### src/design/twk_ram.sv
module twk_ram #(
	parameter int WIDTH = 8,
	parameter int DEPTH = 16
) (
	input  logic                     clk,
	input  logic                     we,
	input  logic [$clog2(DEPTH)-1:0] wr_addr,
	input  logic [WIDTH-1:0]         wr_data,
	input  logic [$clog2(DEPTH)-1:0] rd_addr,
	output logic [WIDTH-1:0]         rd_data
);

	logic [WIDTH-1:0] mem_q [DEPTH];

	// one write port, registered read
	always_ff @(posedge clk) begin
		if (we) begin
			mem_q[wr_addr] <= wr_data;
		end
		rd_data <= mem_q[rd_addr];
	end

endmodule

### config.mk
export PLATFORM = sky130hd
export DESIGN_NAME = twk_ram
export DESIGN_NICKNAME = d
export VERILOG_FILES = /design/src/design/twk_ram.sv
export SDC_FILE = /design/constraint.sdc
export NUM_CORES = 1
export LEC_CHECK = 0
export CORE_ASPECT_RATIO = 0.8
export CORE_UTILIZATION = 45
export CTS_CLUSTER_DIAMETER = 80
export DETAILED_ROUTE_END_ITERATION = 7
export DONT_BUFFER_PORTS = 1
export HOLD_SLACK_MARGIN = 0.15
export PLACE_DENSITY = 0.64
export SLEW_MARGIN = 20
export SYNTH_ARGS = -nofsm -noshare
export SYNTH_HDL_FRONTEND = slang
export SYNTH_SLANG_ARGS = --single-unit
### constraint.sdc
create_clock -name clk -period 3.6 [get_ports clk]
set_clock_uncertainty 0.05 [all_clocks]
set_input_delay 0.36 -clock clk [delete_from_list [all_inputs] [get_ports clk]]
set_output_delay 0.36 -clock clk [all_outputs]
set_load 0.05 [all_outputs]
==> summary.md <==
| Metric | Value |
|---|---|
| Critical-path maximum fanout | 8 |
| Syn Area/Cell | 22.48 µm² |
| Setup violators final | 0 |
| Library cells used by synthesis | 19 |
| Hold/Removal Path Class | input pin to register |
| Drt pass-1 iters | 7 |
| Rel. slew slack | 35.32% |
| Critical path launch point type | input pin |
| Ys flop type | edfxtp_1 |
| P&R area growth vs syn | 14.83% |
| Cell Chain, Critical Path | or3b_2 -> nor2_1 |
| TritonCTS clock tree | done |
| Starting DRT DRC Count | 301 |
| All-Layer GR Usage | 18.56% |
| Share of flip-flops with an asynchronous set or reset | 0% |
| Wire length per cell | about 25 µm |
| Critical path's slowest cell | nor2_1 |
| Max Transition Viols Final | 0 |
| Post-layout min period | around 1.6 ns |
| Final net count | 266 |
| Final hold vios | 0 |
| Period utilization | 43.38% |
| Initial Util | 46.72% |
| Maxcap violations | 0 |
| Mux cell area share after synthesis | 15.02% |
| Total number of vias | 2305 |
| Crit path kind | input pin to register |
| Ranking of synthesized cells by area | edfxtp_1, mux4_2, mux4_1 |
| CP Capture Type | register |
| Synth warn | 0 |
| Filler cell count in the final layout | 808 |
| Clock root buffer | clkbuf_16 |
| Register area share after synthesis | 77.78% |
| Synth Instances | 229 |
| F_max | 0.6404 GHz |
| First-pass GRT wire length | 14.72 mm |
| Compound-cell area share of the yosys netlist | 2.333% |
| Adder-Cell Fraction of Synth Area | 0% |
| Antenna violations before repair | 0 |
| Vias in the first global route | between 2k and 2.5k |
| Hold_ws | 0.1571 ns |
| Status | finished, final reports clean |
| Largest net degree at the start of global routing | 33 |
| Post-synth EDFFs | 128 |
| Post-Synthesis Cell Area | 5147 µm² |
| XOR/XNOR share of the synthesized area | 0% |
| Yosys top cell area share | 74.67% |
| Row count | 34 |
| LEAKAGE | 0.001913 µW |
| Gr ovfl total | 0 |
| Req. time, crit path | 3.59 ns |
| Die area | 11870 µm² |
| Most common cell in the netlist | edfxtp_1 |
| WP buf/inv | 0 |
| Seq cells post-synth | 136 |
| Commonest cells post-synth | edfxtp_1, mux4_2, a22oi_1 |
| Worst Max-Slew Pin Slew | 0.9666 ns |
| Post-synth top area cell | edfxtp_1 |
| I/O Buffers | 0 |
| Crit path DAT | 1.55 ns |
| Total CTS buffers | 17 |
| ANT nets after route | 0 |
| Vias per cell | around 5.7 |
| CP max stage delay | 0.69 ns |
| Die Span X | 121.6 µm |
| Clk_lat worst skew | 0.42 ns |
| Mapped Nets | 247 |
| Setup TNS | 0 ns |
| Routability congestion estimate from global placement | between 0.7 and 0.8 |
| Die height | 97.66 µm |
| Io pins | 26 |
| Largest family of logic cells by synthesized area | multiplexers |
| CTS clk-pin slew, worst paths | 0.06 ns |
| Peak supply drop | 335.9 µV |
| Residual DRC | 0 |
| Antenna diodes | 0 |
| Core area | 11020 µm² |
| R2R Setup Slk | 2.12 ns |
| Power Density | 609.7 nW/µm² |
| H-tree level count | 4 |
| Worst path top cell family by delay | simple AND/OR/NAND/NOR gates |
| Simple-gate share of the synthesized area | roughly 3.2% |
| Final wirelength | 9.894 mm |
| Clk buf depth | 2 |
| Sink Count | 136 |
| HPWL after DPL | around 6 mm |
| Ratio of cells with drive above 1 in the final layout | 18.15% |
| Unrepaired setup endpoints after global routing | no |
-- layout make-up --
class                   instances  area (µm²)  share of cell area, %
clock buffers                  18       429.2                  7.261
clock inverters                12       135.1                  2.286
multi-input cells              83        1067                  18.06
flip-flops and latches        136        4004                  67.74
well taps                     144       180.2                  3.048
repair buffers                 10       95.09                  1.609
-- cells in the final DEF, fill, tap and decap left out, drive strengths merged --
cell         count
buf              2
nand3            1
nand3b           2
clkbuf          18
or3b             1
dfxtp            8
mux4            32
bufinv           3
nand2b           2
nor2            13
and2b            1
dlygate4sd3      8
nand2            9
and2             1
clkinv           8
nor2b            1
a22oi           16
edfxtp         128
clkinvlp         1
nor3             4
-- final timing paths --
path,startpoint,endpoint,cells after the start
setup reg to reg,mem_q[4][0]$_DFFE_PP_,rd_data[0]$_DFF_P_,3
hold reg to reg,mem_q[8][4]$_DFFE_PP_,rd_data[4]$_DFF_P_,3
setup / recovery,wr_addr[2],mem_q[2][3]$_DFFE_PP_,2
hold / removal,wr_addr[0],mem_q[4][7]$_DFFE_PP_,1
-- metrics by stage --
stage	power, µW	cell area (µm²)	setup WS (ns)	util [%]	std cells
after floorplan	1938	5147	1.697	-	229
after global placement	1945	5256	1.449	47.71	365
after detailed placement	1947	5261	1.367	47.75	365
after CTS	3628	5906	1.837	53.60	403
after global routing	3700	5911	1.995	53.65	403
final	3604	5911	2.038	53.65	403
-- metal layers --
layer,track usage [%],part of all wire [%],up-vias
met5,0,0,-
met4,6.553,0.73,0
met3,6.221,8.5,6
met2,28.32,49,84
met1,24.89,41,1208
li1,-,-,1007
-- cells by family after synthesis --
logic type | Yosys count
and+or+nand+nor | 35
buffers and inverters | 10
muxes | 32
DFF | 136
AOI/OAI and AO/OA | 16
-- report_power, final --
part	switching [µW]	internal, µW
Sequential	47.2	1770
Combinational	67.4	56.1
Clock	597	1060
Total	711	2890
-- state kept, by name (all words and copies together), names as in the netlist --
register  flops
mem_q       128
rd_data       8
-- what timing repair did --
action / in CTS / in global routing
gates resized for setup: 0 / 0
setup buffers: 0 / 0
endpoints found under the hold margin: 128 / 0
hold buffers: 8 / 0
(Power assumes the default switching activity.)
