File: src/design/twk_pkg.sv
package twk_pkg;

	// table depths and accumulator width
	localparam int GLYPH_DEPTH = 256;
	localparam int KERN_DEPTH  = 1024;
	localparam int ACCUM_W     = 24;

	localparam int GAW    = $clog2(GLYPH_DEPTH);
	localparam int KAW    = $clog2(KERN_DEPTH);
	localparam int GCNT_W = $clog2(GLYPH_DEPTH + 1);
	localparam int KCNT_W = $clog2(KERN_DEPTH + 1);
	localparam int SRCH_W = GCNT_W + 2;
	localparam int PROD_W = ACCUM_W + 18;
	localparam int OUT_W  = 40;

	// ram word layouts
	localparam int GW_W = 16 + 11;
	localparam int KW_W = 16 + 16 + 8;
	localparam int FK_W = KAW + 1;

	localparam logic signed [63:0] OUT_MAX = 64'sd549755813887;
	localparam logic signed [63:0] OUT_MIN = -64'sd549755813888;

	// command codes
	localparam logic [1:0] CMD_GLYPH = 2'd0;
	localparam logic [1:0] CMD_KERN  = 2'd1;
	localparam logic [1:0] CMD_TEXT  = 2'd2;
	localparam logic [1:0] CMD_NONE  = 2'd3;

	// register indexes
	localparam logic [2:0] REG_SPACING = 3'd0;
	localparam logic [2:0] REG_ESCAPES = 3'd1;
	localparam logic [2:0] REG_GCOUNT  = 3'd2;
	localparam logic [2:0] REG_KCOUNT  = 3'd3;
	localparam logic [2:0] REG_SCALE   = 3'd4;

	// character codes
	localparam logic [7:0] CH_BSLASH = 8'h5C;
	localparam logic [7:0] CH_N      = 8'h6E;
	localparam logic [7:0] CH_R      = 8'h72;
	localparam logic [7:0] CH_T      = 8'h74;
	localparam logic [7:0] CH_LF     = 8'h0A;
	localparam logic [7:0] CH_CR     = 8'h0D;
	localparam logic [7:0] CH_TAB    = 8'h09;

	typedef enum logic [1:0] {
		SR_IDLE,
		SR_CHECK,
		SR_CMP
	} srch_state_t;

	typedef enum logic [4:0] {
		C_IDLE,
		C_GWR,
		C_KWR,
		C_KSRCH,
		C_KFK,
		C_TEXT,
		C_BSRCH,
		C_PSRCH,
		C_PFK,
		C_PRIME,
		C_PCMP,
		C_SCAN,
		C_SCMP,
		C_KADD,
		C_ADV,
		C_END,
		C_MUL,
		C_OUT
	} ctrl_state_t;

	typedef struct packed {
		logic signed [7:0] spacing;
		logic              escapes_on;
		logic [8:0]        glyph_count;
		logic [10:0]       kern_count;
		logic [15:0]       scale_q8;
	} cfg_t;

	typedef struct packed {
		logic        start;
		logic [15:0] key;
	} srch_req_t;

	typedef struct packed {
		logic               done;
		logic               found;
		logic [GAW-1:0]     index;
		logic signed [10:0] advance;
	} srch_rsp_t;

	typedef struct packed {
		logic               sat;
		logic [ACCUM_W-1:0] sum;
	} sat_res_t;

	// saturating add at accumulator width
	function automatic sat_res_t sat_add(logic [ACCUM_W-1:0] a, logic [ACCUM_W-1:0] d);
		logic [ACCUM_W:0] s;
		sat_res_t         r;
		s = {a[ACCUM_W-1], a} + {d[ACCUM_W-1], d};
		r.sat = s[ACCUM_W] ^ s[ACCUM_W-1];
		if (!r.sat) begin
			r.sum = s[ACCUM_W-1:0];
		end else if (s[ACCUM_W]) begin
			r.sum = {1'b1, {(ACCUM_W-1){1'b0}}};
		end else begin
			r.sum = {1'b0, {(ACCUM_W-1){1'b1}}};
		end
		return r;
	endfunction

endpackage

File: src/design/twk_search.sv
module twk_search (
	input  logic                          clk,
	input  logic                          arst_n,
	input  twk_pkg::srch_req_t            req,
	input  logic [twk_pkg::GCNT_W-1:0]    used,
	output logic [twk_pkg::GAW-1:0]       rd_addr,
	input  logic [twk_pkg::GW_W-1:0]      rd_data,
	output twk_pkg::srch_rsp_t            rsp
);

	twk_pkg::srch_state_t st_q, st_d;

	logic signed [twk_pkg::SRCH_W-1:0] lo_q, hi_q, mid_q, mid;
	logic [15:0]                       key_q;
	logic [15:0]                       code;
	logic                              empty;
	logic                              hit;
	logic                              done_q, found_q;
	logic [twk_pkg::GAW-1:0]           idx_q;
	logic signed [10:0]                adv_q;

	// midpoint and compare
	always_comb begin
		mid   = (lo_q + hi_q) >>> 1;
		empty = lo_q > hi_q;
		code  = rd_data[twk_pkg::GW_W-1:11];
		hit   = code == key_q;
	end

	// next state
	always_comb begin
		st_d = st_q;
		unique case (st_q)
			twk_pkg::SR_IDLE:  if (req.start) st_d = twk_pkg::SR_CHECK;
			twk_pkg::SR_CHECK: st_d = empty ? twk_pkg::SR_IDLE : twk_pkg::SR_CMP;
			twk_pkg::SR_CMP:   st_d = hit ? twk_pkg::SR_IDLE : twk_pkg::SR_CHECK;
			default:           st_d = twk_pkg::SR_IDLE;
		endcase
	end

	// outputs
	always_comb begin
		rd_addr     = mid[twk_pkg::GAW-1:0];
		rsp.done    = done_q;
		rsp.found   = found_q;
		rsp.index   = idx_q;
		rsp.advance = adv_q;
	end

	always_ff @(posedge clk or negedge arst_n) begin
		if (!arst_n) begin
			st_q    <= twk_pkg::SR_IDLE;
			done_q  <= 1'b0;
			found_q <= 1'b0;
		end else begin
			st_q   <= st_d;
			done_q <= 1'b0;
			unique case (st_q)
				twk_pkg::SR_IDLE: begin
					if (req.start) begin
						lo_q  <= '0;
						hi_q  <= twk_pkg::SRCH_W'(used) - twk_pkg::SRCH_W'(1);
						key_q <= req.key;
					end
				end
				twk_pkg::SR_CHECK: begin
					mid_q <= mid;
					if (empty) begin
						done_q  <= 1'b1;
						found_q <= 1'b0;
					end
				end
				twk_pkg::SR_CMP: begin
					if (hit) begin
						done_q  <= 1'b1;
						found_q <= 1'b1;
						idx_q   <= mid_q[twk_pkg::GAW-1:0];
						adv_q   <= rd_data[10:0];
					end else if (code > key_q) begin
						hi_q <= mid_q - twk_pkg::SRCH_W'(1);
					end else begin
						lo_q <= mid_q + twk_pkg::SRCH_W'(1);
					end
				end
				default: ;
			endcase
		end
	end

endmodule

File: config.mk
export PLATFORM = sky130hd
export DESIGN_NAME = twk_search
export DESIGN_NICKNAME = d
export VERILOG_FILES = /design/src/design/twk_pkg.sv /design/src/design/twk_search.sv
export SDC_FILE = /design/constraint.sdc
export NUM_CORES = 1
export LEC_CHECK = 0
export ABC_AREA = 1
export CORE_MARGIN = 1
export CORE_UTILIZATION = 40
export DETAILED_ROUTE_END_ITERATION = 8
export DONT_BUFFER_PORTS = 1
export GPL_ROUTABILITY_DRIVEN = 1
export SETUP_SLACK_MARGIN = 0.5
export SYNTH_ARGS = -nofsm -noshare
export SYNTH_HDL_FRONTEND = slang
export SYNTH_SLANG_ARGS = --single-unit
File: constraint.sdc
create_clock -name clk -period 2.35 [get_ports clk]
set_input_delay 0.1175 -clock clk [delete_from_list [all_inputs] [get_ports clk]]
set_output_delay 0.1175 -clock clk [all_outputs]
set_load 0.1 [all_outputs]
==> results.md <==
- The synthesized netlist occupies a cell area of around 0.0042 mm^2.
- The synthesis-stage register bit count is 71.
- The H-tree generated during clock tree synthesis spans 3 levels.
- After synthesis, the cell types taking the most area are edfxtp_1 48%, ha_1 13%, inv_1 6.7%.
- The total of fill cells in the finished design is 838.
- Setup violations remaining at the end of the flow were counted as 1.
- IR analysis of the VDD net gives a maximum drop of a little over 0.0009 V.
- The maximum buffer depth of the clock tree is 2.
- The initial utilization of the core area, before any placement, comes to 41.0%.
- The final weighted congestion in routability-driven placement is slightly above 0.8.
- The number of standard cells in the layout, taps in and fillers out is 648.
- The number of distinct library cell variants in the gate-level netlist after synthesis is 41.
- The max-slew violation total from the final report is 0.
- The floorplan row count is 37.
- After detailed placement, the total cell area comes to roughly 0.0046 mm^2.
- The number of placed cells counting well taps is 566.
- Entering global routing, the biggest net connects 24 pins.
- After global routing the overflow that remains totals 0.
- The maximum clock rate is between 400 and 500 MHz.
- Pin placement for this block handled 84 I/O pins.
- By count the netlist is led by 75 x inv_1, 67 x edfxtp_1, 64 x nand2_1.
- The routed layout has 3266 vias.
- The first-iteration detailed-routing DRC count is 108.
- The area growth from synthesis to layout is 42.7%.
- The initial antenna violation count is 0.
- The main flop type after synthesis is edfxtp_1.
- Clock tree synthesis inserted a total of 9 buffers.
- Measured against its own limit, the worst slew margin works out to 38.2%.
- Between clock sinks in the finished design, the worst skew comes to between 7 and 8 ps.
- The number of detailed-routing iterations run before antenna repair is 5.
- The clock tree from TritonCTS is built.
- Port buffering added 0 buffers.
- For the worst setup path, the data required time is ~2200 ps.
- In the post-synthesis netlist, the cell with the most instances is inv_1.
- The tool flagged a number of max-cap violations equal to 0.
- The worst setup path is launched from a register.
- The die area is 0.0109 mm^2.
- The via density per instance is 5.04.
- At the pin with the least slew margin, the transition time is 930 ps.
- The per-cell routed wire length is 16.6 um.
- After clock tree synthesis, the clock-pin slew on the worst setup and hold paths is 90 ps.
- The min-delay analysis places its worst path in the category in -> async.
- Of all flip-flops after synthesis, the portion carrying an async set or reset was around 5.6%.
- The number of failing hold endpoints at the final stage is 0.
- The diode insertion count for antenna repair is 0.
- Cells with a size suffix above 1 make up 37.1% of the layout.
- The final reports fail on negative setup slack.
- The run finished, with violations left.
- The class of the most critical setup path is reg -> out.
- The sum of routed wire length over all layers is approximately 11000 um.
- The net count of the finished layout is between 600 and 700.
- The data arrival time of the critical path is 2240 ps.
- The power after layout is roughly 6.5 mW.
- The power per unit of standard cell area is 1090 mW/mm^2.
- Setup slack on the critical path of the routed design comes to -5.51 ps.
- The total global routing track utilization is 19.0%.
- The number of nets handed over by synthesis was 530.
- The global-route wire length before repair is roughly 16000 um.
- STA classifies the critical path endpoint as an output port.
- For the worst-skew pair, the clock arrives at the later sink with an insertion delay of around 350 ps.
- The clock net in this run drives a total of 71 sinks.
- The HPWL after detailed placement is between 6000 and 7000 um.
- After technology mapping, the gate count stands at 430.
- The critical-path maximum fanout is 2.
- At the placement stage, the worst setup path has a slack of roughly 170 ps.
- The count of synthesis-stage warnings from yosys is 0.
- In this run the standard cell core region covers 0.0103 mm^2.
- In the routed design, unresolved DRC markers number 0.
- The final critical path takes up 100% of the cycle.
- Of all cell types, the one taking the most synthesized area is edfxtp_1.
- The count of nets left with antenna violations once routing finished came out at 0.
- Measured along the y axis, the die boundary spans 105 um.
- The analysis attributes to cell leakage a power of 2.41 nW.
- The root buffer cell chosen for the clock tree is clkbuf_8.
- The number of global-route vias before repair is 3325.
- The minimum clock period is around 2400 ps.
- The total non-filler cell area in the finished layout is 0.00601 mm^2.
- Setup repair after global routing could not meet its margin everywhere.
- The top-area cell type share of the netlist area is 47.8%.
- Averaged over all synthesized cells, the footprint is 9.79 um^2.
- The die is 105 um wide.
- The number of synthesized flops with an enable pin is 67.
- The sequential element share of the synthesized area is about half.
==> kinds of logic after synthesis <==
group | count (synthesis) | share of synthesized area, %
AND/OR/NAND/NOR | 140 | 14.8
buffers and inverters | 93 | 9.24
flip-flops | 71 | 50.1
AO/OA/AOI/OAI | 67 | 9.33
adder cells (fa/ha/maj) | 45 | 13.5
XOR/XNOR | 14 | 2.91
==> critical path: stages (launching register included) <==
cell and delay (ps):
edfxtp_1 370, ha_2 200, inv_2 50, fa_2 370, o21ai_4 160, a21boi_2 80, o21bai_1 220, xor2_2 230
buf_12 200
==> registers in the layout (all words and copies together) (netlist names) <==
register,flops
adv_q,11
done_q,1
found_q,1
hi_q,11
idx_q,8
key_q,16
lo_q,11
mid_q,10
st_q,2
==> metal layers <==
metal | GRT usage (%) | wire length, um
met1 | 24.1 | 4590
met2 | 31.0 | 5160
met3 | 5.86 | 759
met4 | 5.73 | 274
met5 | 0 | 0
==> placed cells by master (no fill, tap or decap), drive strengths merged, types with 4 or more instances in the layout <==
cell type	netlist	layout
nand2	68	69
buf	11	49
edfxtp	67	67
a31oi	4	4
nor3	9	9
inv	77	77
nor2	40	40
dfrtp	4	4
clkbuf	4	11
xor2	12	12
o21ai	21	21
ha	44	44
nand4	6	6
a21oi	25	25
o21bai	4	4
nand3	15	15
dlygate4sd3	0	29
clkinvlp	0	4
clkinv	1	4
==> layout make-up <==
cell class	count	area [um^2]	share of cell area [%]
clock buffer	9	124	2.06
clock inverter	7	48.8	0.812
inverter	78	300	5.00
multi-input combinational	267	2330	38.8
sequential	71	2110	35.1
tap	136	170	2.83
timing repair buffer	80	923	15.4
==> through the flow <==
stage	hold WS, ps	setup TNS [ps]	util [%]
6_report	26.2	-5.51	58.5
5_1_grt	19.8	-118	58.5
4_1_cts	13.7	-76.3	53.7
3_5_place_dp	-178	0	44.6
3_3_place_gp	-178	0	44.6
2_1_floorplan	-178	0	-
==> report_power, final <==
part,leakage (nW),internal (mW),switching [mW]
logic,1.66,1.47,2.20
registers,0.670,1.71,0.258
clock network,0.0793,0.383,0.523
==> what timing repair did <==
| item | CTS | global route |
|---|---|---|
| pin swaps | 20 | 51 |
| endpoints found under the setup margin | 55 | 66 |
| hold buffers | 29 | 0 |
| cloned | 1 | 3 |
| buffers inserted | 20 | 13 |
| hold endpoints to repair | 32 | 0 |
| resized for setup | 55 | 85 |
==> final timing paths <==
kind                            startpoint  slack [ps]  depth (start not counted)          to
worst max-delay path               lo_q[0]          -6                          8  rd_addr[7]
worst min-delay path                arst_n          30                          1      done_q
worst max register to register     lo_q[0]         350                          8    mid_q[5]
worst min register to register    mid_q[1]         630                          0    idx_q[1]
max in group asynchronous           arst_n        2140                          1     st_q[0]
min in group clk                   used[7]          30                          2     hi_q[7]
No activity file was read; power rests on OpenSTA's default activity.
