`config.mk`:
```
export PLATFORM = sky130hd
export DESIGN_NAME = twk_ctrl
export DESIGN_NICKNAME = d
export VERILOG_FILES = /design/src/design/twk_pkg.sv /design/src/design/twk_ctrl.sv
export SDC_FILE = /design/constraint.sdc
export NUM_CORES = 2
export LEC_CHECK = 0
export BUFFER_PORTS_ARGS = -buffer_cell sky130_fd_sc_hd__clkbuf_2
export CAP_MARGIN = 20
export CORE_MARGIN = 8
export CORE_UTILIZATION = 30
export CTS_CLUSTER_SIZE = 24
export DETAILED_ROUTE_END_ITERATION = 12
export HOLD_SLACK_MARGIN = 0.05
export MAX_ROUTING_LAYER = met4
export PLACE_DENSITY = 0.51
export SLEW_MARGIN = 20
export SYNTH_ARGS = -nofsm -noshare
export SYNTH_HDL_FRONTEND = slang
export SYNTH_SLANG_ARGS = --single-unit
```
`constraint.sdc`:
```
create_clock -name clk -period 11.1 [get_ports clk]
set_input_delay 0.555 -clock clk [delete_from_list [all_inputs] [get_ports clk]]
set_output_delay 0.555 -clock clk [all_outputs]
set_load 0.1 [all_outputs]
```
`src/design/twk_pkg.sv`:
```
package twk_pkg;

	// table depths and accumulator width
	localparam int GLYPH_DEPTH = 256;
	localparam int KERN_DEPTH  = 1024;
	localparam int ACCUM_W     = 24;

	localparam int GAW    = $clog2(GLYPH_DEPTH);
	localparam int KAW    = $clog2(KERN_DEPTH);
	localparam int GCNT_W = $clog2(GLYPH_DEPTH + 1);
	localparam int KCNT_W = $clog2(KERN_DEPTH + 1);
	localparam int SRCH_W = GCNT_W + 2;
	localparam int PROD_W = ACCUM_W + 18;
	localparam int OUT_W  = 40;

	// ram word layouts
	localparam int GW_W = 16 + 11;
	localparam int KW_W = 16 + 16 + 8;
	localparam int FK_W = KAW + 1;

	localparam logic signed [63:0] OUT_MAX = 64'sd549755813887;
	localparam logic signed [63:0] OUT_MIN = -64'sd549755813888;

	// command codes
	localparam logic [1:0] CMD_GLYPH = 2'd0;
	localparam logic [1:0] CMD_KERN  = 2'd1;
	localparam logic [1:0] CMD_TEXT  = 2'd2;
	localparam logic [1:0] CMD_NONE  = 2'd3;

	// register indexes
	localparam logic [2:0] REG_SPACING = 3'd0;
	localparam logic [2:0] REG_ESCAPES = 3'd1;
	localparam logic [2:0] REG_GCOUNT  = 3'd2;
	localparam logic [2:0] REG_KCOUNT  = 3'd3;
	localparam logic [2:0] REG_SCALE   = 3'd4;

	// character codes
	localparam logic [7:0] CH_BSLASH = 8'h5C;
	localparam logic [7:0] CH_N      = 8'h6E;
	localparam logic [7:0] CH_R      = 8'h72;
	localparam logic [7:0] CH_T      = 8'h74;
	localparam logic [7:0] CH_LF     = 8'h0A;
	localparam logic [7:0] CH_CR     = 8'h0D;
	localparam logic [7:0] CH_TAB    = 8'h09;

	typedef enum logic [1:0] {
		SR_IDLE,
		SR_CHECK,
		SR_CMP
	} srch_state_t;

	typedef enum logic [4:0] {
		C_IDLE,
		C_GWR,
		C_KWR,
		C_KSRCH,
		C_KFK,
		C_TEXT,
		C_BSRCH,
		C_PSRCH,
		C_PFK,
		C_PRIME,
		C_PCMP,
		C_SCAN,
		C_SCMP,
		C_KADD,
		C_ADV,
		C_END,
		C_MUL,
		C_OUT
	} ctrl_state_t;

	typedef struct packed {
		logic signed [7:0] spacing;
		logic              escapes_on;
		logic [8:0]        glyph_count;
		logic [10:0]       kern_count;
		logic [15:0]       scale_q8;
	} cfg_t;

	typedef struct packed {
		logic        start;
		logic [15:0] key;
	} srch_req_t;

	typedef struct packed {
		logic               done;
		logic               found;
		logic [GAW-1:0]     index;
		logic signed [10:0] advance;
	} srch_rsp_t;

	typedef struct packed {
		logic               sat;
		logic [ACCUM_W-1:0] sum;
	} sat_res_t;

	// saturating add at accumulator width
	function automatic sat_res_t sat_add(logic [ACCUM_W-1:0] a, logic [ACCUM_W-1:0] d);
		logic [ACCUM_W:0] s;
		sat_res_t         r;
		s = {a[ACCUM_W-1], a} + {d[ACCUM_W-1], d};
		r.sat = s[ACCUM_W] ^ s[ACCUM_W-1];
		if (!r.sat) begin
			r.sum = s[ACCUM_W-1:0];
		end else if (s[ACCUM_W]) begin
			r.sum = {1'b1, {(ACCUM_W-1){1'b0}}};
		end else begin
			r.sum = {1'b0, {(ACCUM_W-1){1'b1}}};
		end
		return r;
	endfunction

endpackage

```
`src/design/twk_ctrl.sv`:
```
module twk_ctrl (
	input  logic                             clk,
	input  logic                             arst_n,
	input  twk_pkg::cfg_t                    cfg,
	// input channel
	input  logic                             in_valid,
	output logic                             in_stall,
	input  logic [1:0]                       cmd,
	input  logic [9:0]                       entry_index,
	input  logic [15:0]                      glyph_code,
	input  logic signed [10:0]               glyph_advance,
	input  logic [15:0]                      kern_first,
	input  logic [15:0]                      kern_second,
	input  logic signed [7:0]                kern_amount,
	input  logic [7:0]                       text_byte,
	input  logic                             last_byte,
	// output channel
	output logic                             out_valid,
	input  logic                             out_stall,
	output logic signed [39:0]               width_scaled,
	output logic                             width_saturated,
	// search unit
	output twk_pkg::srch_req_t               sreq,
	input  twk_pkg::srch_rsp_t               srsp,
	output logic [twk_pkg::GCNT_W-1:0]       gused,
	// glyph ram write
	output logic                             g_we,
	output logic [twk_pkg::GAW-1:0]          g_waddr,
	output logic [twk_pkg::GW_W-1:0]         g_wdata,
	// first kerning ram
	output logic                             f_we,
	output logic [twk_pkg::GAW-1:0]          f_waddr,
	output logic [twk_pkg::FK_W-1:0]         f_wdata,
	output logic [twk_pkg::GAW-1:0]          f_raddr,
	input  logic [twk_pkg::FK_W-1:0]         f_rdata,
	// kerning ram
	output logic                             k_we,
	output logic [twk_pkg::KAW-1:0]          k_waddr,
	output logic [twk_pkg::KW_W-1:0]         k_wdata,
	output logic [twk_pkg::KAW-1:0]          k_raddr,
	input  logic [twk_pkg::KW_W-1:0]         k_rdata
);

	localparam int AW = twk_pkg::ACCUM_W;

	twk_pkg::ctrl_state_t st_q, st_d;

	// latched word
	logic [9:0]         slot_q;
	logic [15:0]        gcode_q;
	logic signed [10:0] gadv_q;
	logic [15:0]        kfirst_q, ksecond_q;
	logic signed [7:0]  kamt_q;
	logic [7:0]         byte_q;
	logic               last_q;

	// string state
	logic [AW-1:0]      accum_q;
	logic [7:0]         prev_code_q;
	logic               prev_valid_q;
	logic               esc_q;
	logic               stopped_q;
	logic               sat_q;

	// per byte work
	logic signed [10:0]              adv_q;
	logic signed [7:0]               kern_q;
	logic [twk_pkg::KCNT_W-1:0]      a_q;
	logic                            flag_q;
	logic [twk_pkg::GAW-1:0]         gidx_q;
	logic signed [twk_pkg::PROD_W-1:0] prod_s1;

	// output register
	logic               out_valid_q;
	logic signed [39:0] width_q;
	logic               wsat_q;

	// decode
	logic                       in_acc;
	logic                       slot_g_ok, slot_k_ok;
	logic [twk_pkg::KCNT_W-1:0] kused;
	logic [7:0]                 b_eff;
	logic                       esc_start;
	logic                       fk_valid;
	logic [twk_pkg::KAW-1:0]    fk_idx;
	logic [15:0]                k_first, k_second;
	logic signed [7:0]          k_amt;
	logic                       first_hit, second_hit;
	logic [twk_pkg::KCNT_W-1:0] a_dec;
	logic                       out_free;
	logic signed [11:0]         adv_sp;
	logic signed [AW:0]         diff;
	logic signed [63:0]         p64;
	twk_pkg::sat_res_t          add_k, add_a;

	always_comb begin
		in_acc    = in_valid && !in_stall;
		slot_g_ok = 32'(slot_q) < twk_pkg::GLYPH_DEPTH;
		slot_k_ok = 32'(slot_q) < twk_pkg::KERN_DEPTH;
		gused = (32'(cfg.glyph_count) > twk_pkg::GLYPH_DEPTH) ?
			twk_pkg::GCNT_W'(twk_pkg::GLYPH_DEPTH) : twk_pkg::GCNT_W'(cfg.glyph_count);
		kused = (32'(cfg.kern_count) > twk_pkg::KERN_DEPTH) ?
			twk_pkg::KCNT_W'(twk_pkg::KERN_DEPTH) : twk_pkg::KCNT_W'(cfg.kern_count);
		// escape translation
		b_eff = byte_q;
		if (cfg.escapes_on && esc_q) begin
			case (byte_q)
				twk_pkg::CH_N: b_eff = twk_pkg::CH_LF;
				twk_pkg::CH_R: b_eff = twk_pkg::CH_CR;
				twk_pkg::CH_T: b_eff = twk_pkg::CH_TAB;
				default:       b_eff = byte_q;
			endcase
		end
		esc_start  = cfg.escapes_on && !esc_q && byte_q == twk_pkg::CH_BSLASH;
		fk_valid   = f_rdata[twk_pkg::FK_W-1];
		fk_idx     = f_rdata[twk_pkg::KAW-1:0];
		k_first    = k_rdata[39:24];
		k_second   = k_rdata[23:8];
		k_amt      = k_rdata[7:0];
		first_hit  = k_first == {8'h00, prev_code_q};
		second_hit = k_second == {8'h00, byte_q};
		a_dec      = a_q - twk_pkg::KCNT_W'(1);
		out_free   = !out_valid_q || !out_stall;
		adv_sp     = 12'(adv_q) + 12'(cfg.spacing);
		add_k      = twk_pkg::sat_add(accum_q, AW'(kern_q));
		add_a      = twk_pkg::sat_add(accum_q, AW'(adv_sp));
		diff       = (AW+1)'($signed(accum_q)) - (AW+1)'(cfg.spacing);
		p64        = 64'(prod_s1);
	end

	// next state
	always_comb begin
		st_d = st_q;
		unique case (st_q)
			twk_pkg::C_IDLE: begin
				if (in_acc) begin
					case (cmd)
						twk_pkg::CMD_GLYPH: st_d = twk_pkg::C_GWR;
						twk_pkg::CMD_KERN:  st_d = twk_pkg::C_KWR;
						twk_pkg::CMD_TEXT:  st_d = twk_pkg::C_TEXT;
						default:            st_d = twk_pkg::C_IDLE;
					endcase
				end
			end
			twk_pkg::C_GWR: st_d = twk_pkg::C_IDLE;
			twk_pkg::C_KWR: st_d = slot_k_ok ? twk_pkg::C_KSRCH : twk_pkg::C_IDLE;
			twk_pkg::C_KSRCH: begin
				if (srsp.done) st_d = srsp.found ? twk_pkg::C_KFK : twk_pkg::C_IDLE;
			end
			twk_pkg::C_KFK: st_d = twk_pkg::C_IDLE;
			twk_pkg::C_TEXT: begin
				if (stopped_q) st_d = twk_pkg::C_IDLE;
				else if (byte_q == 8'h00) st_d = twk_pkg::C_MUL;
				else if (esc_start) st_d = last_q ? twk_pkg::C_MUL : twk_pkg::C_IDLE;
				else st_d = twk_pkg::C_BSRCH;
			end
			twk_pkg::C_BSRCH: begin
				if (srsp.done) begin
					if (!srsp.found) st_d = twk_pkg::C_END;
					else if (prev_valid_q) st_d = twk_pkg::C_PSRCH;
					else st_d = twk_pkg::C_ADV;
				end
			end
			twk_pkg::C_PSRCH: begin
				if (srsp.done) st_d = srsp.found ? twk_pkg::C_PFK : twk_pkg::C_SCAN;
			end
			twk_pkg::C_PFK: begin
				if (!fk_valid) st_d = twk_pkg::C_ADV;
				else if (fk_idx == '0) st_d = twk_pkg::C_SCAN;
				else st_d = twk_pkg::C_PRIME;
			end
			twk_pkg::C_PRIME: st_d = twk_pkg::C_PCMP;
			twk_pkg::C_PCMP:  st_d = twk_pkg::C_SCAN;
			twk_pkg::C_SCAN:  st_d = (a_q < kused) ? twk_pkg::C_SCMP : twk_pkg::C_ADV;
			twk_pkg::C_SCMP: begin
				if (first_hit) st_d = second_hit ? twk_pkg::C_KADD : twk_pkg::C_SCAN;
				else st_d = flag_q ? twk_pkg::C_ADV : twk_pkg::C_SCAN;
			end
			twk_pkg::C_KADD: st_d = twk_pkg::C_ADV;
			twk_pkg::C_ADV:  st_d = twk_pkg::C_END;
			twk_pkg::C_END:  st_d = last_q ? twk_pkg::C_MUL : twk_pkg::C_IDLE;
			twk_pkg::C_MUL:  st_d = twk_pkg::C_OUT;
			twk_pkg::C_OUT:  st_d = out_free ? twk_pkg::C_IDLE : twk_pkg::C_OUT;
			default:         st_d = twk_pkg::C_IDLE;
		endcase
	end

	// outputs: handshake, search requests, ram ports
	always_comb begin
		in_stall        = st_q != twk_pkg::C_IDLE;
		out_valid       = out_valid_q;
		width_scaled    = width_q;
		width_saturated = wsat_q;
		sreq.start = 1'b0;
		sreq.key   = kfirst_q;
		g_we    = st_q == twk_pkg::C_GWR && slot_g_ok;
		g_waddr = slot_q[twk_pkg::GAW-1:0];
		g_wdata = {gcode_q, gadv_q};
		f_we    = 1'b0;
		f_waddr = gidx_q;
		f_wdata = {1'b1, twk_pkg::KAW'(slot_q)};
		f_raddr = srsp.index;
		k_we    = st_q == twk_pkg::C_KWR && slot_k_ok;
		k_waddr = twk_pkg::KAW'(slot_q);
		k_wdata = {kfirst_q, ksecond_q, kamt_q};
		k_raddr = a_q[twk_pkg::KAW-1:0];
		unique case (st_q)
			twk_pkg::C_GWR: begin
				f_we    = slot_g_ok;
				f_waddr = slot_q[twk_pkg::GAW-1:0];
				f_wdata = '0;
			end
			twk_pkg::C_KWR: begin
				sreq.start = slot_k_ok;
			end
			twk_pkg::C_KFK: begin
				f_we = !fk_valid;
			end
			twk_pkg::C_TEXT: begin
				sreq.start = !stopped_q && byte_q != 8'h00 && !esc_start;
				sreq.key   = {8'h00, b_eff};
			end
			twk_pkg::C_BSRCH: begin
				sreq.start = srsp.done && srsp.found && prev_valid_q;
				sreq.key   = {8'h00, prev_code_q};
			end
			twk_pkg::C_PRIME: begin
				k_raddr = a_dec[twk_pkg::KAW-1:0];
			end
			default: ;
		endcase
	end

	always_ff @(posedge clk or negedge arst_n) begin
		if (!arst_n) begin
			st_q         <= twk_pkg::C_IDLE;
			accum_q      <= '0;
			prev_valid_q <= 1'b0;
			prev_code_q  <= '0;
			esc_q        <= 1'b0;
			stopped_q    <= 1'b0;
			sat_q        <= 1'b0;
			out_valid_q  <= 1'b0;
		end else begin
			st_q <= st_d;
			// result word valid: set on a new word, cleared once taken
			if (st_q == twk_pkg::C_OUT && out_free) begin
				out_valid_q <= 1'b1;
			end else if (out_valid_q && !out_stall) begin
				out_valid_q <= 1'b0;
			end
			unique case (st_q)
				twk_pkg::C_IDLE: begin
					// latch the incoming word
					if (in_acc) begin
						slot_q    <= entry_index;
						gcode_q   <= glyph_code;
						gadv_q    <= glyph_advance;
						kfirst_q  <= kern_first;
						ksecond_q <= kern_second;
						kamt_q    <= kern_amount;
						byte_q    <= text_byte;
						last_q    <= last_byte;
					end
				end
				twk_pkg::C_KSRCH: begin
					if (srsp.done) gidx_q <= srsp.index;
				end
				twk_pkg::C_TEXT: begin
					if (stopped_q) begin
						if (last_q) stopped_q <= 1'b0;
					end else if (byte_q == 8'h00) begin
						stopped_q <= !last_q;
					end else if (esc_start) begin
						esc_q <= 1'b1;
					end else begin
						if (cfg.escapes_on && esc_q) esc_q <= 1'b0;
						byte_q <= b_eff;
					end
				end
				twk_pkg::C_BSRCH: begin
					if (srsp.done) begin
						adv_q  <= srsp.advance;
						kern_q <= '0;
						if (!srsp.found) begin
							prev_valid_q <= 1'b0;
							prev_code_q  <= '0;
						end
					end
				end
				twk_pkg::C_PSRCH: begin
					// previous code gone: scan from slot zero
					a_q    <= '0;
					flag_q <= 1'b0;
				end
				twk_pkg::C_PFK: begin
					a_q    <= twk_pkg::KCNT_W'(fk_idx);
					flag_q <= 1'b0;
				end
				twk_pkg::C_PCMP: begin
					flag_q <= first_hit;
				end
				twk_pkg::C_SCMP: begin
					if (first_hit && second_hit) begin
						kern_q <= k_amt;
					end
					flag_q <= first_hit;
					a_q    <= a_q + twk_pkg::KCNT_W'(1);
				end
				twk_pkg::C_KADD: begin
					accum_q <= add_k.sum;
					if (add_k.sat) sat_q <= 1'b1;
				end
				twk_pkg::C_ADV: begin
					accum_q      <= add_a.sum;
					if (add_a.sat) sat_q <= 1'b1;
					prev_code_q  <= byte_q;
					prev_valid_q <= 1'b1;
				end
				twk_pkg::C_MUL: begin
					prod_s1 <= twk_pkg::PROD_W'(diff) *
						twk_pkg::PROD_W'($signed({1'b0, cfg.scale_q8}));
				end
				twk_pkg::C_OUT: begin
					// clamp, present the result word, clear the string state
					if (out_free) begin
						if (p64 > twk_pkg::OUT_MAX) begin
							width_q <= twk_pkg::OUT_MAX[39:0];
							wsat_q  <= 1'b1;
						end else if (p64 < twk_pkg::OUT_MIN) begin
							width_q <= twk_pkg::OUT_MIN[39:0];
							wsat_q  <= 1'b1;
						end else begin
							width_q <= p64[39:0];
							wsat_q  <= sat_q;
						end
						accum_q      <= '0;
						prev_valid_q <= 1'b0;
						prev_code_q  <= '0;
						esc_q        <= 1'b0;
						sat_q        <= 1'b0;
					end
				end
				default: ;
			endcase
		end
	end

endmodule

```
==> results.json <==
{
  "status": "finished, final reports clean",
  "grt_antenna_before_repair": 8,
  "overflow": 0,
  "synth.net_count": 3787,
  "drtAntennaViolNets": 0,
  "clk_pin_slew_ns": 0.07,
  "synth_area_sq_mm": 0.0290,
  "final_common_cell": "inv_1",
  "cap_violations": 0,
  "worstSkewPairLatency_ns": 0.59,
  "final_max_slew_viol_count": 0,
  "hold_class": "primary input to register",
  "cts_made_buffers": 27,
  "dieArea_sq_mm": 0.107,
  "place_congestion": 0.871,
  "path_class": "register to register",
  "max_stage_delay_ns": 0.56,
  "portBuffers": 402,
  "grt_first_pass_wirelength_um": 137000,
  "synth_flop_cell": "edfxtp_1",
  "routed_wl_um": 87900,
  "ioPinCount": 403,
  "cpMaxStageDelayCell": "fa_1",
  "end_kind": "register",
  "finalSetupTns_ns": 0,
  "cts_tree": "built",
  "grt_start_max_net_pins": 68,
  "seq_area_frac_synth": 0.252,
  "timing.final.crit_share": 0.822,
  "root_buffer": "clkbuf_16",
  "cts_buffer_depth": 3,
  "start_util": 0.301,
  "timing.final.crit_period_ns": 9.13,
  "vias_per_cell": 4.71,
  "finClkSkew_ns": 0.0392,
  "crit_top_cell": "fa_1",
  "synthDistinctLibCells": 82,
  "area_growth_pct": 15.0,
  "yosys_warnings": 0,
  "nets": 4130,
  "drt_drc_violations_left": 0,
  "core_area_sq_mm": 0.0961,
  "crit_required_ns": 11.41,
  "synthCells": 2974,
  "die_w_um": 327,
  "cts_sinks": 250,
  "tightestPinTransition_ns": 1.02,
  "synth_edf_count": 208,
  "row_count": 114,
  "track_usage": 0.166,
  "hpwl_um": 72200,
  "cts.htree.levels": 1,
  "start_kind": "register",
  "arrival_ns": 9.44,
  "max_freq_mhz": 110,
  "dpl.cell_count": 4563,
  "hold_viol": 0,
  "floorplan.die.height_um": 327,
  "finalNonFillerCells": 4618,
  "crit_fanout": 16,
  "synth-seq-cells": 250,
  "timing.max_slew.rel_slack": 0.318,
  "rsz0062_at_grt": "false",
  "first_pass_iters": 5,
  "grt_pass1_vias": 22908,
  "setup_viol": 0,
  "wire_per_inst_um": 19.0,
  "num_vias": 21748,
  "drive_gt1_frac": 0.156,
  "drtIter0Drc": 1497,
  "synthArstFlopShare": 0.168,
  "layout_common_cells": "inv_1, nand2_1, fa_1",
  "cts_setup_buffers": 0,
  "syn_area_per_cell_sq_um": 9.74
}
[metal layers]
metal | GRT usage | vias up | part of all wire
li1 | - | 10220 | -
met1 | 0.226 | 10865 | 0.46
met2 | 0.265 | 574 | 0.47
met3 | 0.0273 | 89 | 0.059
met4 | 0.0299 | 0 | 0.018
met5 | - | - | 0
[Yosys cell counts (8+ instances only)]
library cell  instances  area [sq um]
a211oi_1             13          97.6
a21o_1               55           413
a21oi_1             104           521
a22o_1               10          87.6
a31oi_1              28           175
and2_1              187          1170
and3_1               24           150
buf_4                16           120
clkbuf_1            101           379
dfrtp_1              42          1050
edfxtp_1            208          6250
fa_1                418          8370
ha_1                186          2330
inv_1               509          1910
mux2_2                8          90.1
nand2_1             440          1650
nand2b_1             17           106
nand3_1              35           175
nand4_1              15          93.8
nor2_1              106           398
nor2b_1              30           188
nor3_1               21           105
nor4_1               11          68.8
o211ai_1             12          90.1
o21a_1               19           143
o21ai_0              80           400
o21bai_1             13          97.6
o31ai_1              12          90.1
xnor2_1              87           762
xor2_1               51           447
[state kept, by name (all words and copies together) (netlist names), 10 cells and up]
name and cells:
adv_q 11, gcode_q 16, prod_s1 42, k_waddr 10
accum_q 24, kfirst_q 16, gadv_q 11, ksecond_q 16
a_q 11, width_scaled 40
[cell families after synthesis]
logic type	count (synthesis)	synth area share
flops	250	0.252
buf+inv	639	0.0857
compound gates	408	0.0945
xor+xnor	138	0.0417
simple gates	925	0.153
fa+ha+maj	604	0.369
mux	10	0.00385
[metrics by stage]
step | instance area, sq um | util | setup slack, ns | hold WS [ns]
global route | 33300 | 0.347 | 1.55 | 0.107
floorplan | 29000 | - | 2.76 | 0.259
CTS | 33300 | 0.346 | 2.00 | 0.102
finish | 33300 | 0.347 | 1.97 | 0.135
detailed placement | 32300 | 0.336 | 1.86 | 0.491
global placement | 32300 | 0.336 | 1.98 | 0.484
[worst max-delay path, delay by kind of cell (launching register included)]
family,cells,cell delay [ns]
adders and majority gates,9,3.91
buffers and inverters,6,0.55
and+or+nand+nor,3,0.55
AOI/OAI and AO/OA,13,3.14
xor gates and xnor gates,2,0.22
DFF,1,0.42
[layout make-up]
cell class | instances | area (sq um)
antenna | 4 | 10.0
clock buffer | 35 | 716
inverter | 511 | 1920
timing repair buffer | 442 | 2310
tap | 1276 | 1600
fill | 9979 | 62800
clock inverter | 15 | 248
multi-input combinational | 2085 | 19200
sequential | 250 | 7300
[what timing repair did]
| action | in CTS | in global routing |
|---|---|---|
| hold buffers | 1 | 0 |
| hold endpoints to repair | 9 | 0 |
| resized for setup | 0 | 0 |
| setup endpoints to repair | 0 | 0 |
[worst paths after layout]
kind                       depth (start not counted)            from            to  slack (ns)
max                                               33      accum_q[0]   prod_s1[32]        1.97
min                                                1  glyph_code[12]   gcode_q[12]        0.13
max reg2reg                                       33      accum_q[0]   prod_s1[32]        1.97
min reg2reg                                        1          last_q     stopped_q        0.51
max in group asynchronous                          3          arst_n   accum_q[10]        9.75
min in group asynchronous                          2          arst_n  prev_valid_q        0.47
Power is not shown: default switching activity piles up to over one toggle a cycle in this logic, so the estimate is an artifact.
